--- src/rtl/core/kwre_pkg.sv ---
// Shared types, codes and character helpers for the k-mer window emitter.
`default_nettype none

package kwre_pkg;

  // Fixed field widths
  localparam int CHAR_W = 8;
  localparam int CFG_W  = 5;
  localparam int SEEN_W = 5;
  localparam int USER_W = 3;

  // Defaults
  localparam int WINDOW_MAX_DEF = 16;
  localparam logic [CFG_W-1:0]  KMER_LEN_RST = 5'd8;
  localparam logic [SEEN_W-1:0] SEEN_MAX     = 5'd31;

  // Characters
  localparam logic [CHAR_W-1:0] CH_A  = 8'h41;
  localparam logic [CHAR_W-1:0] CH_C  = 8'h43;
  localparam logic [CHAR_W-1:0] CH_G  = 8'h47;
  localparam logic [CHAR_W-1:0] CH_T  = 8'h54;
  localparam logic [CHAR_W-1:0] CH_LA = 8'h61;
  localparam logic [CHAR_W-1:0] CH_LZ = 8'h7a;
  localparam logic [CHAR_W-1:0] CASE_BIT = 8'h20;

  // Group kind codes
  typedef enum logic [1:0] {
    KIND_FWD = 2'd0,
    KIND_RC  = 2'd1,
    KIND_RAW = 2'd2
  } kind_t;

  // Sequencer states
  typedef enum logic [1:0] {
    ST_IDLE  = 2'd0,
    ST_EMIT1 = 2'd1,
    ST_WRITE = 2'd2,
    ST_EMIT2 = 2'd3
  } seq_state_t;

  // Per-read tags that travel with the window read
  typedef struct packed {
    kind_t kind;
    logic  grp_end;
    logic  last;
  } rd_meta_t;

  function automatic logic [CHAR_W-1:0] to_upper(input logic [CHAR_W-1:0] c);
    logic [CHAR_W-1:0] r;
    r = c;
    if (c >= CH_LA && c <= CH_LZ) begin
      r = c & ~CASE_BIT;
    end
    return r;
  endfunction

  function automatic logic [CHAR_W-1:0] complement(input logic [CHAR_W-1:0] c);
    logic [CHAR_W-1:0] r;
    r = c;
    case (c)
      CH_A: r = CH_T;
      CH_T: r = CH_A;
      CH_G: r = CH_C;
      CH_C: r = CH_G;
      default: r = c;
    endcase
    return r;
  endfunction

endpackage

`default_nettype wire

--- src/rtl/core/kwre_mem.sv ---
// Window character RAM: one write port, one registered read port.
`default_nettype none

module kwre_mem #(
  parameter int DEPTH = kwre_pkg::WINDOW_MAX_DEF,
  parameter int AW    = 4
) (
  input  wire logic                        clk,
  input  wire logic                        we,
  input  wire logic [AW-1:0]               waddr,
  input  wire logic [kwre_pkg::CHAR_W-1:0] wdata,
  input  wire logic                        re,
  input  wire logic [AW-1:0]               raddr,
  output logic      [kwre_pkg::CHAR_W-1:0] rdata
);

  logic [kwre_pkg::CHAR_W-1:0] mem [DEPTH];
  logic [kwre_pkg::CHAR_W-1:0] rdata_r;

  // Write port
  always_ff @(posedge clk) begin
    if (we) begin
      mem[waddr] <= wdata;
    end
  end

  // Read port; data holds until the next read
  always_ff @(posedge clk) begin
    if (re) begin
      rdata_r <= mem[raddr];
    end
  end

  assign rdata = rdata_r;

endmodule

`default_nettype wire

--- src/rtl/core/kwre_seq.sv ---
// Sequencer: takes characters, walks the window RAM and issues reads per emitted char.
`default_nettype none

module kwre_seq #(
  parameter int WINDOW_MAX = kwre_pkg::WINDOW_MAX_DEF,
  parameter int AW = 4,
  parameter int LW = 5
) (
  input  wire logic                        clk,
  input  wire logic                        rst_n,
  input  wire logic                        in_tvalid,
  output logic                             in_tready,
  input  wire logic [kwre_pkg::CHAR_W-1:0] in_tdata,
  input  wire logic                        in_tlast,
  input  wire logic [kwre_pkg::CFG_W-1:0]  kmer_len,
  output logic                             rd_valid,
  output logic      [AW-1:0]               rd_addr,
  output kwre_pkg::rd_meta_t               rd_meta,
  input  wire logic                        rd_go,
  output logic                             wr_en,
  output logic      [AW-1:0]               wr_addr,
  output logic      [kwre_pkg::CHAR_W-1:0] wr_data
);

  kwre_pkg::seq_state_t state_r, state_nxt;
  kwre_pkg::kind_t      kind_r, kind_nxt;
  logic [kwre_pkg::CHAR_W-1:0] char_r, char_nxt;
  logic                        end_r, end_nxt;
  logic [kwre_pkg::SEEN_W-1:0] seen_r, seen_nxt;
  logic [kwre_pkg::SEEN_W-1:0] n1_r, n1_nxt;
  logic [LW-1:0]               k_r, k_nxt;
  logic [LW-1:0]               len_r, len_nxt;
  logic [LW-1:0]               idx_r, idx_nxt;
  logic [AW-1:0]               head_r, head_nxt;

  logic [LW-1:0]               k_eff;
  logic [kwre_pkg::SEEN_W-1:0] n1_in;
  logic [AW-1:0]               head_inc;
  logic [LW-1:0]               off;
  logic [LW:0]                 addr_wide;
  logic                        grp_end;
  logic                        accept;

  // Clamp the configured length into 1..WINDOW_MAX
  always_comb begin
    if (kmer_len == '0) begin
      k_eff = LW'(1);
    end else if (kmer_len > kwre_pkg::CFG_W'(WINDOW_MAX)) begin
      k_eff = LW'(WINDOW_MAX);
    end else begin
      k_eff = kmer_len[LW-1:0];
    end
  end

  assign n1_in    = (seen_r < kwre_pkg::SEEN_MAX) ? seen_r + 1'b1 : kwre_pkg::SEEN_MAX;
  assign head_inc = (head_r == AW'(WINDOW_MAX - 1)) ? '0 : head_r + 1'b1;
  assign accept   = in_tvalid && in_tready;
  assign grp_end  = (idx_r == len_r - 1'b1);

  // Circular address: forward and raw go oldest first, reverse goes newest first
  always_comb begin
    off = (kind_r == kwre_pkg::KIND_RC) ? idx_r : len_r - 1'b1 - idx_r;
    if ((LW + 1)'(head_r) >= (LW + 1)'(off)) begin
      addr_wide = (LW + 1)'(head_r) - (LW + 1)'(off);
    end else begin
      addr_wide = (LW + 1)'(head_r) + (LW + 1)'(WINDOW_MAX) - (LW + 1)'(off);
    end
  end

  assign rd_addr         = addr_wide[AW-1:0];
  assign rd_meta.kind    = kind_r;
  assign rd_meta.grp_end = grp_end;
  assign rd_meta.last    = grp_end && (kind_r != kwre_pkg::KIND_FWD) &&
                           ((state_r == kwre_pkg::ST_EMIT2) || !end_r);
  assign wr_addr         = head_inc;
  assign wr_data         = char_r;

  // Next state and outputs
  always_comb begin
    state_nxt = state_r;
    kind_nxt  = kind_r;
    char_nxt  = char_r;
    end_nxt   = end_r;
    seen_nxt  = seen_r;
    n1_nxt    = n1_r;
    k_nxt     = k_r;
    len_nxt   = len_r;
    idx_nxt   = idx_r;
    head_nxt  = head_r;
    in_tready = 1'b0;
    rd_valid  = 1'b0;
    wr_en     = 1'b0;
    case (state_r)
      kwre_pkg::ST_IDLE: begin
        in_tready = 1'b1;
        if (accept) begin
          char_nxt = in_tdata;
          end_nxt  = in_tlast;
          n1_nxt   = n1_in;
          k_nxt    = k_eff;
          len_nxt  = k_eff;
          idx_nxt  = '0;
          kind_nxt = kwre_pkg::KIND_FWD;
          seen_nxt = in_tlast ? '0 : n1_in;
          // k-mer ending on the previous char comes first
          state_nxt = (seen_r >= kwre_pkg::SEEN_W'(k_eff)) ? kwre_pkg::ST_EMIT1
                                                           : kwre_pkg::ST_WRITE;
        end
      end
      kwre_pkg::ST_EMIT1, kwre_pkg::ST_EMIT2: begin
        rd_valid = 1'b1;
        if (rd_go) begin
          if (grp_end) begin
            idx_nxt = '0;
            if (kind_r == kwre_pkg::KIND_FWD) begin
              kind_nxt = kwre_pkg::KIND_RC;
            end else begin
              state_nxt = (state_r == kwre_pkg::ST_EMIT1) ? kwre_pkg::ST_WRITE
                                                          : kwre_pkg::ST_IDLE;
            end
          end else begin
            idx_nxt = idx_r + 1'b1;
          end
        end
      end
      kwre_pkg::ST_WRITE: begin
        wr_en    = 1'b1;
        head_nxt = head_inc;
        idx_nxt  = '0;
        if (end_r) begin
          state_nxt = kwre_pkg::ST_EMIT2;
          if (n1_r > kwre_pkg::SEEN_W'(k_r)) begin
            kind_nxt = kwre_pkg::KIND_FWD;
            len_nxt  = k_r;
          end else begin
            // short sequence: n1 never exceeds k here
            kind_nxt = kwre_pkg::KIND_RAW;
            len_nxt  = n1_r[LW-1:0];
          end
        end else begin
          state_nxt = kwre_pkg::ST_IDLE;
        end
      end
      default: begin
        state_nxt = kwre_pkg::ST_IDLE;
      end
    endcase
  end

  // Control registers
  always_ff @(posedge clk) begin
    if (!rst_n) begin
      state_r <= kwre_pkg::ST_IDLE;
      seen_r  <= '0;
      head_r  <= '0;
      kind_r  <= kwre_pkg::KIND_FWD;
      idx_r   <= '0;
      len_r   <= LW'(1);
    end else begin
      state_r <= state_nxt;
      seen_r  <= seen_nxt;
      head_r  <= head_nxt;
      kind_r  <= kind_nxt;
      idx_r   <= idx_nxt;
      len_r   <= len_nxt;
    end
  end

  // Captured item
  always_ff @(posedge clk) begin
    char_r <= char_nxt;
    end_r  <= end_nxt;
    n1_r   <= n1_nxt;
    k_r    <= k_nxt;
  end

endmodule

`default_nettype wire

--- src/rtl/core/kwre_out.sv ---
// Read pipeline tail: tags the RAM data, applies case and complement, holds the result.
`default_nettype none

module kwre_out (
  input  wire logic                         clk,
  input  wire logic                         rst_n,
  input  wire logic                         rd_valid,
  input  wire kwre_pkg::rd_meta_t           rd_meta,
  output logic                              rd_go,
  input  wire logic [kwre_pkg::CHAR_W-1:0]  rd_data,
  output logic                              out_tvalid,
  input  wire logic                         out_tready,
  output logic      [kwre_pkg::CHAR_W-1:0]  out_tdata,
  output logic                              out_tlast,
  output logic      [kwre_pkg::USER_W-1:0]  out_tuser
);

  logic                        pend_r, pend_nxt;
  kwre_pkg::rd_meta_t          meta_r;
  logic                        oval_r, oval_nxt;
  logic [kwre_pkg::CHAR_W-1:0] odata_r;
  logic [kwre_pkg::CHAR_W-1:0] xchar;
  kwre_pkg::kind_t             okind_r;
  logic                        oend_r;
  logic                        olast_r;
  logic                        take;

  // RAM data moves on when the output slot is free or draining
  assign take  = pend_r && (!oval_r || out_tready);
  assign rd_go = rd_valid && (!pend_r || take);

  always_comb begin
    pend_nxt = pend_r;
    if (rd_go) begin
      pend_nxt = 1'b1;
    end else if (take) begin
      pend_nxt = 1'b0;
    end
    oval_nxt = oval_r;
    if (take) begin
      oval_nxt = 1'b1;
    end else if (out_tready) begin
      oval_nxt = 1'b0;
    end
  end

  // Character transform by group kind
  always_comb begin
    case (meta_r.kind)
      kwre_pkg::KIND_FWD: xchar = kwre_pkg::to_upper(rd_data);
      kwre_pkg::KIND_RC:  xchar = kwre_pkg::complement(kwre_pkg::to_upper(rd_data));
      default:            xchar = rd_data;
    endcase
  end

  always_ff @(posedge clk) begin
    if (!rst_n) begin
      pend_r <= 1'b0;
      oval_r <= 1'b0;
    end else begin
      pend_r <= pend_nxt;
      oval_r <= oval_nxt;
    end
  end

  always_ff @(posedge clk) begin
    if (rd_go) begin
      meta_r <= rd_meta;
    end
    if (take) begin
      odata_r <= xchar;
      okind_r <= meta_r.kind;
      oend_r  <= meta_r.grp_end;
      olast_r <= meta_r.last;
    end
  end

  assign out_tvalid = oval_r;
  assign out_tdata  = odata_r;
  assign out_tlast  = oend_r;
  assign out_tuser  = {olast_r, okind_r};

endmodule

`default_nettype wire

--- src/rtl/core/kmer_window_revcomp_emitter_unit.sv ---
// Top level of the k-mer window emitter with reverse complement.
`default_nettype none

// Takes one character per input transaction (in_tlast marks the end of a sequence) and
// emits characters one per output transaction. Once a sequence holds more than k chars,
// each new char releases the k-mer ending on the char before it, forward upper-cased and
// then reverse complemented; the final char also releases the k-mer ending on itself.
// A sequence no longer than k comes out raw at its end. Each item also takes an accept
// and a window write; no new char is taken until it is done. The single read port of
// the window RAM gives one char per cycle unless the output stalls. The user must
// write kmer_len only while the block is idle; the block does not enforce it. 0 acts as
// 1, values above WINDOW_MAX act as WINDOW_MAX. The RAM needs no clearing after reset.
module kmer_window_revcomp_emitter_unit #(
  parameter int WINDOW_MAX = kwre_pkg::WINDOW_MAX_DEF
) (
  input  wire logic                        clk,
  input  wire logic                        rst_n,
  // in_tdata: [7:0] in_char
  input  wire logic                        in_tvalid,
  output logic                             in_tready,
  input  wire logic [kwre_pkg::CHAR_W-1:0] in_tdata,
  input  wire logic                        in_tlast,
  // out_tdata: [7:0] out_char
  output logic                             out_tvalid,
  input  wire logic                        out_tready,
  output logic      [kwre_pkg::CHAR_W-1:0] out_tdata,
  output logic                             out_tlast,
  // out_tuser: [1:0] group_kind, [2] last_result
  output logic      [kwre_pkg::USER_W-1:0] out_tuser,
  input  wire logic                        cfg_wr_en,
  input  wire logic [kwre_pkg::CFG_W-1:0]  cfg_wr_data
);

  localparam int AW = (WINDOW_MAX > 1) ? $clog2(WINDOW_MAX) : 1;
  localparam int LW = $clog2(WINDOW_MAX + 1);

  logic [kwre_pkg::CFG_W-1:0]  kmer_len_r;
  logic                        rd_valid;
  logic [AW-1:0]               rd_addr;
  kwre_pkg::rd_meta_t          rd_meta;
  logic                        rd_go;
  logic [kwre_pkg::CHAR_W-1:0] rd_data;
  logic                        wr_en;
  logic [AW-1:0]               wr_addr;
  logic [kwre_pkg::CHAR_W-1:0] wr_data;

  // Configuration register
  always_ff @(posedge clk) begin
    if (!rst_n) begin
      kmer_len_r <= kwre_pkg::KMER_LEN_RST;
    end else if (cfg_wr_en) begin
      kmer_len_r <= cfg_wr_data;
    end
  end

  kwre_seq #(
    .WINDOW_MAX (WINDOW_MAX),
    .AW         (AW),
    .LW         (LW)
  ) u_seq (
    .clk       (clk),
    .rst_n     (rst_n),
    .in_tvalid (in_tvalid),
    .in_tready (in_tready),
    .in_tdata  (in_tdata),
    .in_tlast  (in_tlast),
    .kmer_len  (kmer_len_r),
    .rd_valid  (rd_valid),
    .rd_addr   (rd_addr),
    .rd_meta   (rd_meta),
    .rd_go     (rd_go),
    .wr_en     (wr_en),
    .wr_addr   (wr_addr),
    .wr_data   (wr_data)
  );

  kwre_mem #(
    .DEPTH (WINDOW_MAX),
    .AW    (AW)
  ) u_mem (
    .clk   (clk),
    .we    (wr_en),
    .waddr (wr_addr),
    .wdata (wr_data),
    .re    (rd_go),
    .raddr (rd_addr),
    .rdata (rd_data)
  );

  kwre_out u_out (
    .clk        (clk),
    .rst_n      (rst_n),
    .rd_valid   (rd_valid),
    .rd_meta    (rd_meta),
    .rd_go      (rd_go),
    .rd_data    (rd_data),
    .out_tvalid (out_tvalid),
    .out_tready (out_tready),
    .out_tdata  (out_tdata),
    .out_tlast  (out_tlast),
    .out_tuser  (out_tuser)
  );

  // A window write never shares a cycle with a window read
  a_no_rw_overlap: assert property (@(posedge clk) disable iff (!rst_n)
    !(wr_en && rd_go))
    else $error("window read and write in the same cycle");

  // The final result of an item always closes a group
  a_last_closes_group: assert property (@(posedge clk) disable iff (!rst_n)
    out_tvalid && out_tuser[2] |-> out_tlast)
    else $error("last result without group end");

  // An accepted character always occupies the sequencer for the next cycle
  a_busy_after_accept: assert property (@(posedge clk) disable iff (!rst_n)
    in_tvalid && in_tready |=> !in_tready)
    else $error("input taken again right after acceptance");

  // Raw groups are never reverse complemented, so kind code 3 never shows
  a_kind_legal: assert property (@(posedge clk) disable iff (!rst_n)
    out_tvalid |-> (out_tuser[1:0] != 2'd3))
    else $error("illegal group kind on output");

endmodule

`default_nettype wire
--- config.mk ---
export PLATFORM = sky130hd
export DESIGN_NAME = kmer_window_revcomp_emitter_unit
export DESIGN_NICKNAME = d
export VERILOG_FILES = /design/src/rtl/core/kwre_pkg.sv /design/src/rtl/core/kwre_mem.sv /design/src/rtl/core/kwre_seq.sv /design/src/rtl/core/kwre_out.sv /design/src/rtl/core/kmer_window_revcomp_emitter_unit.sv
export SDC_FILE = /design/constraint.sdc
export NUM_CORES = 1
export LEC_CHECK = 0
export ABC_CLOCK_PERIOD_IN_PS = 3750
export BUFFER_PORTS_ARGS = -buffer_cell sky130_fd_sc_hd__buf_2
export CORE_UTILIZATION = 50
export DETAILED_ROUTE_END_ITERATION = 16
export HOLD_SLACK_MARGIN = 0.03
export PLACE_DENSITY = 0.76
export SLEW_MARGIN = 25
export SYNTH_ARGS = -nofsm -noshare
export SYNTH_HDL_FRONTEND = slang
export SYNTH_SLANG_ARGS = --single-unit
--- constraint.sdc ---
create_clock -name clk -period 3.75 [get_ports clk]
set_clock_uncertainty 0.15 [all_clocks]
set_input_delay 0.75 -clock clk [delete_from_list [all_inputs] [get_ports clk]]
set_output_delay 0.75 -clock clk [all_outputs]
set_load 0.02 [all_outputs]
## Word-level counts from Yosys, hierarchy flattened

Memory sizes are Yosys's and may differ from the RTL's. A register that Yosys moved wholly into a read port is not among the register bits.
Cells that the tools add are included.
Widths: inputs -> output; s select.

| operators by class | value |
|---|---|
| add/sub/neg operators | 8 |
| magnitude comparators | 7 |
| eq/ne operators | 17 |
| mux-type cells | 43 |
| reductions and logical operators | 26 |

Operator list:

| cell | number |
|---|---|
| $mux 5 | 11 |
| $eq 8x7->1 const B | 4 |
| $pmux 8 s4 | 1 |
| $mux 2 | 13 |
| $pmux 8 s2 | 1 |
| $pmux 5 s3 | 1 |
| $pmux 2 s3 | 2 |
| $add 5x1->5 const B | 2 |
| $pmux 5 s2 | 1 |
| $mux 1 | 9 |
| $add 4x1->4 const B | 2 |
| $ge 8x7->1 const B | 1 |
| $le 8x7->1 const B | 1 |
| $mux 4 | 2 |
| $mux 8 | 1 |
| $ne 2x1->1 const B | 4 |
| $reduce_bool 2->1 | 4 |
| $sub 4x4->4 | 2 |
| $eq 2x1->1 const B | 3 |
| $logic_and 1x1->1 | 6 |
| $logic_not 2->1 | 3 |
| $mux 6 | 1 |
| $eq 5x5->1 | 1 |
| $ge 4x5->1 | 1 |
| 17 further kinds | 24 |

| word-level totals | value |
|---|---|
| flip-flop bits (word level) | 65 |
| bits in writable memories | 128 |
| input bits | 19 |
| output and inout bits | 14 |
| word-level logic and storage cells | 122 |
| memories kept | 1 |

Memories:

| name | depth | bits a word | read ports | clocked after memory_dff | write ports | RTL line | text |
|---|---|---|---|---|---|---|---|
| u_mem.mem | 16 | 8 | 1 | 1 | 1 | kwre_mem.sv:17 | `logic [kwre_pkg::CHAR_W-1:0] mem [DEPTH];` |

## Depth between registers and ports, before layout

Gate-level depths: netlist of the first run.

| depth | value |
|---|---|
| depth in word-level cells | 7 |
| mapped depth | 13 |
| depth with buffers taken out | 13 |

## By module

Synthesis of the first run repeated with hierarchy kept, for this count alone.

| second synthesis, totals | value |
|---|---|
| cell total of the unflattened synthesis | 561 |
| area total of the unflattened synthesis | 8630.8 sq um |

Modules (own cells, without submodules):

| module | instances | cells each | area each (sq um) | sequential area each (sq um) |
|---|---|---|---|---|
| kwre_mem | 1 | 229 | 5227.5 | 4083.9 |
| kwre_seq | 1 | 260 | 2452.4 | 1031.0 |
| kwre_out | 1 | 56 | 760.7 | 520.5 |
| kmer_window_revcomp_emitter_unit | 1 | 16 | 190.2 | 100.1 |

## Least setup slack after synthesis of the first run

No wires, ideal clock.

| timing path | value |
|---|---|
| path type | register to register |
| start | register u_seq.len_r[0] |
| end | register u_mem.rdata_r (netlist bit u_mem.rdata[5]) (read register of u_mem.mem), data pin |
| setup time | 269 ps |
| data arrival time | 3003 ps |
| path slack | 328 ps |
| cell stages (with the launch flop) | 13 |
| buffers on the path | 1 |
| period minus slack after synthesis | 3422 ps |
| cell sequence | dfxtp_1 -> inv_1 -> ha_1 -> inv_1 -> fa_1 -> nand2_1 -> o21a_1 -> inv_1 -> fa_1 -> xnor2_1 -> buf_2 -> mux2i_1 -> mux2i_1 |

| on the way | value |
|---|---|
| longest elaborated chain between the ends | 5 |
| elaborated cells on any way between the ends | 7 |

RTL lines:

| item | RTL line | text |
|---|---|---|
| from (decl) | kwre_seq.sv:32 | `logic [LW-1:0] len_r, len_nxt;` |
| from (signal assigned) | kwre_seq.sv:165 | `len_r <= len_nxt;` |
| $sub 5x1->5 * | kwre_seq.sv:62 | `off = (kind_r == kwre_pkg::KIND_RC) ? idx_r : len_r - 1'b1 - idx_r;` |
| $sub 5x5->5 * | kwre_seq.sv:62 |  |
| $mux 5 * | kwre_seq.sv:62 |  |
| $sub 4x4->4 (tied with other cells) | kwre_seq.sv:66 | `addr_wide = (LW + 1)'(head_r) + (LW + 1)'(WINDOW_MAX) - (LW + 1)'(off);` |
| $mux 4 * | kwre_seq.sv:63 | `if ((LW + 1)'(head_r) >= (LW + 1)'(off)) begin` |
| to (decl) | kwre_mem.sv:18 | `logic [kwre_pkg::CHAR_W-1:0] rdata_r;` |

Every way passes the cells marked *; elsewhere a longest branch is shown, timed or not.
A chain may end at the register's enable or synchronous reset.

## Worst setup path after layout of the first run

| timing path | value |
|---|---|
| start | register u_seq.len_r[0] |
| end | register u_mem.rdata_r (netlist bit u_mem.rdata[4]) (read register of u_mem.mem), data pin |

Same word-level chain as after synthesis.

==> flow_metrics.tcl, run 1 <==
set metrics [dict create \
    outcome "complete, no violations" \
    grt_pass1_vias 4776 \
    vias 4741 \
    layout-drive-gt1-share_pct 18.5 \
    synth_edf_count 171 \
    ioPinCount 33 \
    path_class "reg2reg" \
    power_density_mw_per_mm2 705 \
    p_leak_nw 3.42 \
    synthArstFlopShare_pct 0 \
    synth.avg_cell_area_um2 15.4 \
    crit_arrival_ns 3.64 \
    r2r_slack_ns 0.29 \
    cts_tree "yes" \
    r2r-end "u_mem.rdata[4]" \
    final_area_mm2 0.00968 \
    hpwl_um 10800 \
    grt_pass1_wl_um 25700 \
    ctsHoldBuffers 0 \
    cp_data_required_time_ns 3.93 \
    max_freq_mhz 289 \
    worst_slew_pin_slew_ns 1.01 \
    syn_area_mm2 0.00862 \
    syn-instance-count 560 \
    row_count 47 \
    gp_congestion 0.822 \
    total_power_mw 6.83 \
    grt_usage_pct 18.7 \
    drc 0 \
    drtPass1Iterations 5 \
    syn2layout_area_growth_pct 12.3 \
    antenna_found_initial 0 \
    clk_pin_slew_ns 0.06 \
    grt_max_degree 33 \
    setup_tns_ns 0 \
    rr_startpoint "u_seq.len_r[0]" \
    dominantRegCellSynth "edfxtp_1" \
    placed_cell_area_mm2 0.00902 \
    synth_cell_types 49 \
    maxSlewViolCount 0 \
    yosys.area.top_type_share_pct 59.6 \
    ys_ff_latch 201 \
    clockBufferDepth 3 \
    peakVddDrop_mv 0.417 \
    avgViaCountPerCell 5.71 \
    synth_area_leaders "edfxtp_1 (60%), mux4_2 (8.4%), dfxtp_1 (7.0%), mux2i_1 (3.8%), ha_1 (3.5%)" \
    ant_nets 0 \
    dieArea_mm2 0.0178 \
    routed_wirelength_um 16000 \
    core-area_mm2 0.0167 \
    die_h_um 133 \
    synth_nets 605 \
    h-tree-depth 1 \
    initial_core_util_pct 51.6 \
    cts.sinks 201 \
    timing.final.crit_share_pct 92.3 \
    cts_setup_buffers 0 \
    setup_ws_ns 0.290 \
    hold_path.class "reg2reg" \
    end_kind "flip-flop" \
    drt_iter0_markers 490 \
    antenna_cells 0 \
    overflow 0 \
    dp_slack_ns 0.297 \
    io_buffers 32 \
    fillerInstances 1267 \
    max-cap-violations 0 \
    cts_buffers 21 \
    r2r_cells 13 \
    ys_warn_count 0 \
    rsz0062_at_grt "no" \
    cp-endpoint "u_mem.rdata[4]" \
    nets 640 \
    final.min_clock_period_ns 3.46 \
    hold_viol 0 \
    min_from "u_out.meta_r[1]" \
    die_w_um 133 \
    cts_resized 0 \
    synth_top_cell_by_area "edfxtp_1" \
    hold_slack_ns 0.273 \
    slew_headroom_pct 32.2 \
    worstSetupStartpoint "u_seq.len_r[0]" \
    clk-insertion-delay-late_ns 0.49 \
    crit_fanout 8 \
    yosysSeqAreaShare_pct 66.5 \
    setup_viol 0 \
    cts-root-buf "clkbuf_16" \
    start_kind "flip-flop" \
    avgRoutedWirePerCell_um 19.3 \
]
power breakdown:
group	switching (mW)	total, mW	internal, mW
registers	0.133	2.77	2.64
logic	1.06	2.08	1.03
clock network	0.810	1.97	1.16
cells in the final DEF (no fill, tap or decap), drive strengths merged, types with 5 or more instances in the layout:
master and instances:
a21boi 5, a21oi 17, a22oi 5, buf 37, clkbuf 23, clkinv 11, dfxtp 30, edfxtp 171
ha 24, inv 34, mux2i 33, mux4 32, nand2 32, nor2 34, nor2b 20, nor3 8
o211ai 8, o21a 9, o21ai 12, xnor2 9, xor2 7
through the flow:
step                instances  utilization (%)
detailed placement        792             54.0
global route              830             58.0
global placement          792             54.0
floorplan                 560                -
CTS                       830             58.0
finish                    830             58.0
worst max-delay path, stage by stage (launching register included):
cell,delay (ns)
dfxtp_1,0.35
inv_1,0.07
ha_1,0.28
inv_1,0.06
fa_1,0.40
xnor2_1,0.13
nand2_1,0.06
o21ai_0,0.09
ha_1,0.36
nor2b_1,0.17
a221oi_2,0.38
xor2_4,0.15
xnor2_4,0.39
mux2i_1,0.27
synthesized netlist by cell type, types with 9 or more instances:
master / number
edfxtp_1: 171
nor2b_1: 20
nor2_1: 34
nand2_1: 32
a21oi_1: 16
o21ai_0: 10
clkbuf_1: 18
mux2i_1: 33
ha_1: 24
o21a_1: 9
mux4_2: 32
dfxtp_1: 30
inv_1: 33
cell type report:
| type | count | area, µm² | share of cell area, % |
|---|---|---|---|
| Sequential cell | 201 | 5740 | 59.2 |
| Clock inverter | 15 | 125 | 1.29 |
| Multi-Input combinational cell | 301 | 2670 | 27.5 |
| Timing Repair Buffer | 37 | 223 | 2.30 |
| Clock buffer | 23 | 533 | 5.50 |
| Inverter | 33 | 124 | 1.28 |
| Tap cell | 220 | 275 | 2.84 |
kinds of logic (layout without fill, tap and decap cells):
group	after synthesis	count (layout)	share of synthesized area [%]
fa+ha+maj	26	26	3.95
buf+inv	58	108	2.66
compound gates	76	76	6.00
simple gates	117	117	6.47
mux	66	66	12.3
xor+xnor	16	16	2.06
flops	201	201	66.5
registers in the layout (all words and copies together) (netlist names), 2 cells and up:
register,count
u_seq.state_r,2
u_out.okind_r,2
u_seq.kind_r,2
u_out.out_tdata,8
u_seq.len_r,5
u_seq.k_r,5
u_seq.n1_r,5
u_seq.wr_data,8
u_out.meta_r,4
u_seq.seen_r,5
kmer_len_r,5
u_seq.idx_r,5
u_mem.rdata,8
u_mem.mem,128
u_seq.head_r,4
worst min-delay path by stage:
stage	endpoint	cells after the start
2_1_floorplan	u_out.olast_r	0
3_3_place_gp	u_out.olast_r	0
3_5_place_dp	u_out.out_tlast	0
4_1_cts	u_seq.wr_data[3]	1
5_1_grt	u_seq.wr_data[3]	1
6_report	u_out.out_tlast	0
layer usage:
| layer | track usage, % | up-vias | wire [µm] |
|---|---|---|---|
| met3 | 2.82 | 28 | 822 |
| met4 | 4.55 | 0 | 253 |
| met2 | 31.4 | 147 | 7890 |
| met5 | 0 | - | 0 |
| met1 | 25.8 | 2375 | 7050 |
| li1 | - | 2191 | - |
No activity file was read; power rests on OpenSTA's default activity.
==> run 2: changes to the inputs <==
- ABC_CLOCK_PERIOD_IN_PS: 3750 -> 3800
- CORE_ASPECT_RATIO: not set -> 1.5
- HOLD_SLACK_MARGIN: 0.03 -> 0.06
- clock period: 3.75 -> 3.8 ns (I/O delays scaled with it)
==> run 2 against run 1 <==
Combinational power hardly changed. Critical path depth stayed put. Design area hardly changed. Worst setup slack worse by 0.028 ns. Largest cell class unchanged.
==> flow_metrics.tcl, run 2 (same netlist as run 1, synthesis figures left out) <==
set metrics [dict create \
    outcome "complete, no violations" \
    die_w_um 109 \
    setup_ws_ns 0.262 \
    hpwl_um 11100 \
    timing.final.crit_share_pct 93.1 \
    setup_tns_ns 0 \
    crit_arrival_ns 3.61 \
    final_common_cell "edfxtp_1" \
    grt_pass1_vias 4962 \
    routed_wirelength_um 16000 \
    top_usage_layer "met2" \
    hold_slack_ns 0.268 \
    clockBufferDepth 3 \
    hold_path.class "reg2reg" \
    gp_congestion 0.828 \
    grt_max_degree 33 \
    hold_viol 0 \
    maxSlewViolCount 0 \
    fin_cells 815 \
    avgRoutedWirePerCell_um 19.6 \
    clk-insertion-delay-late_ns 0.49 \
    power_density_mw_per_mm2 705 \
    worst_slew_pin_slew_ns 1.01 \
    initial_core_util_pct 51.2 \
    largest_register_ffs 128 \
    cts.sinks 201 \
    grt_usage_pct 19.1 \
    vias 4661 \
    cts_setup_buffers 0 \
    peakVddDrop_mv 0.436 \
    cts_resized 0 \
    dp_slack_ns 0.241 \
    slew_headroom_pct 32.4 \
    dp.cells 782 \
    worstPathCellList "inv_1, ha_1, inv_1, fa_1, xnor2_1, nand2_1, o21ai_0, ha_1, nor2b_1, a221oi_2, xor2_4, xnor2_4, mux2i_1" \
    seqPwrFrac_pct 40.0 \
    ioPinCount 33 \
    ctsHoldBuffers 0 \
    crit_fanout 8 \
    met1_usage_pct 22.4 \
    nets 638 \
    dieArea_mm2 0.0178 \
    cts_buffers 19 \
    setup_viol 0 \
    cts_tree "yes" \
    antenna_cells 0 \
    grt_use_met3_pct 2.08 \
    p_leak_nw 3.41 \
    io_buffers 32 \
    slowest_stage "xnor2_4" \
    regMostFlops "u_mem.mem" \
    core-area_mm2 0.0168 \
    internal_power_mw 4.88 \
    drtPass1Iterations 4 \
    layout-drive-gt1-share_pct 18.2 \
    switchingPower_mw 1.95 \
    drc 0 \
    cts-root-buf "clkbuf_16" \
    grt_use_met2_pct 35.5 \
    start_kind "flip-flop" \
    h-tree-depth 1 \
    end_kind "flip-flop" \
    row_count 58 \
    netSwitchingFraction_pct 28.5 \
    rsz0062_at_grt "no" \
    grt_pass1_wl_um 25500 \
    max-cap-violations 0 \
    overflow 0 \
    clk_pin_slew_ns 0.06 \
    syn2layout_area_growth_pct 12.4 \
    clkPwrFrac_pct 29.9 \
    avgViaCountPerCell 5.72 \
    layout_common_cells "edfxtp_1 (171), nor2_1 (34), inv_1 (33), mux2i_1 (33)" \
    comb_power_share_pct 30.0 \
    antenna_found_initial 0 \
    die_h_um 163 \
    drt_iter0_markers 275 \
    max_freq_mhz 283 \
    max_stage_delay_ns 0.43 \
    cp_data_required_time_ns 3.87 \
    total_power_mw 6.82 \
    final.min_clock_period_ns 3.54 \
    ant_nets 0 \
    path_class "reg2reg" \
]
run 2: cell count changes in the layout (fill, tap and decap cells not counted), sizes merged:
cell	previous run	this run
clkinvlp	1	2
clkinv	11	4
bufinv	2	5
clkbuf	23	21
run 2: through the flow:
step                utilization [%]  cell area [µm²]
floorplan                         -             8620
global placement               53.5             9010
detailed placement             53.5             9010
CTS                            57.5             9680
global route                   57.5             9690
finish                         57.5             9690
run 2: layout make-up:
cell class	instances	area (µm²)
multi-input cells	301	2670
clock inverters	12	190
well taps	210	263
fillers	1298	7150
repair buffers	37	223
inverters	33	124
clock buffers	21	483
flip-flops and latches	201	5740
run 2: critical path, delay by kind of cell, from the launching register on:
family	cells	cell delay, ns
XOR/XNOR	3	0.72
AND/OR/NAND/NOR	2	0.23
buffers and inverters	2	0.14
flip-flops	1	0.36
AO/OA/AOI/OAI	2	0.46
multiplexers	1	0.15
adder cells (fa/ha/maj)	3	1.05
run 2: path summary, 6_finish.rpt:
kind | startpoint | to | slack, ns | cells after the start
min reg2reg | u_out.meta_r[0] | u_out.olast_r | 0.27 | 0
min | u_out.meta_r[0] | u_out.olast_r | 0.27 | 0
max | u_seq.len_r[0] | u_mem.rdata[4] | 0.26 | 13
max reg2reg | u_seq.len_r[0] | u_mem.rdata[4] | 0.26 | 13
run 2: power by group through the flow:
stage | Clock [mW] | Combinational [mW] | Sequential (mW)
floorplan | 0 | 1.58 | 2.72
global placement | 0 | 2.00 | 2.77
detailed placement | 0 | 2.08 | 2.78
CTS | 2.08 | 2.08 | 2.74
global route | 2.15 | 2.22 | 2.75
finish | 2.04 | 2.05 | 2.73
run 2: routing by layer:
metal,wire [µm],part of all wire (%),up-vias
met3,561,3.5,32
met4,356,2.2,0
met5,0,0,-
met1,6180,39,2338
li1,-,-,2179
met2,8880,56,112
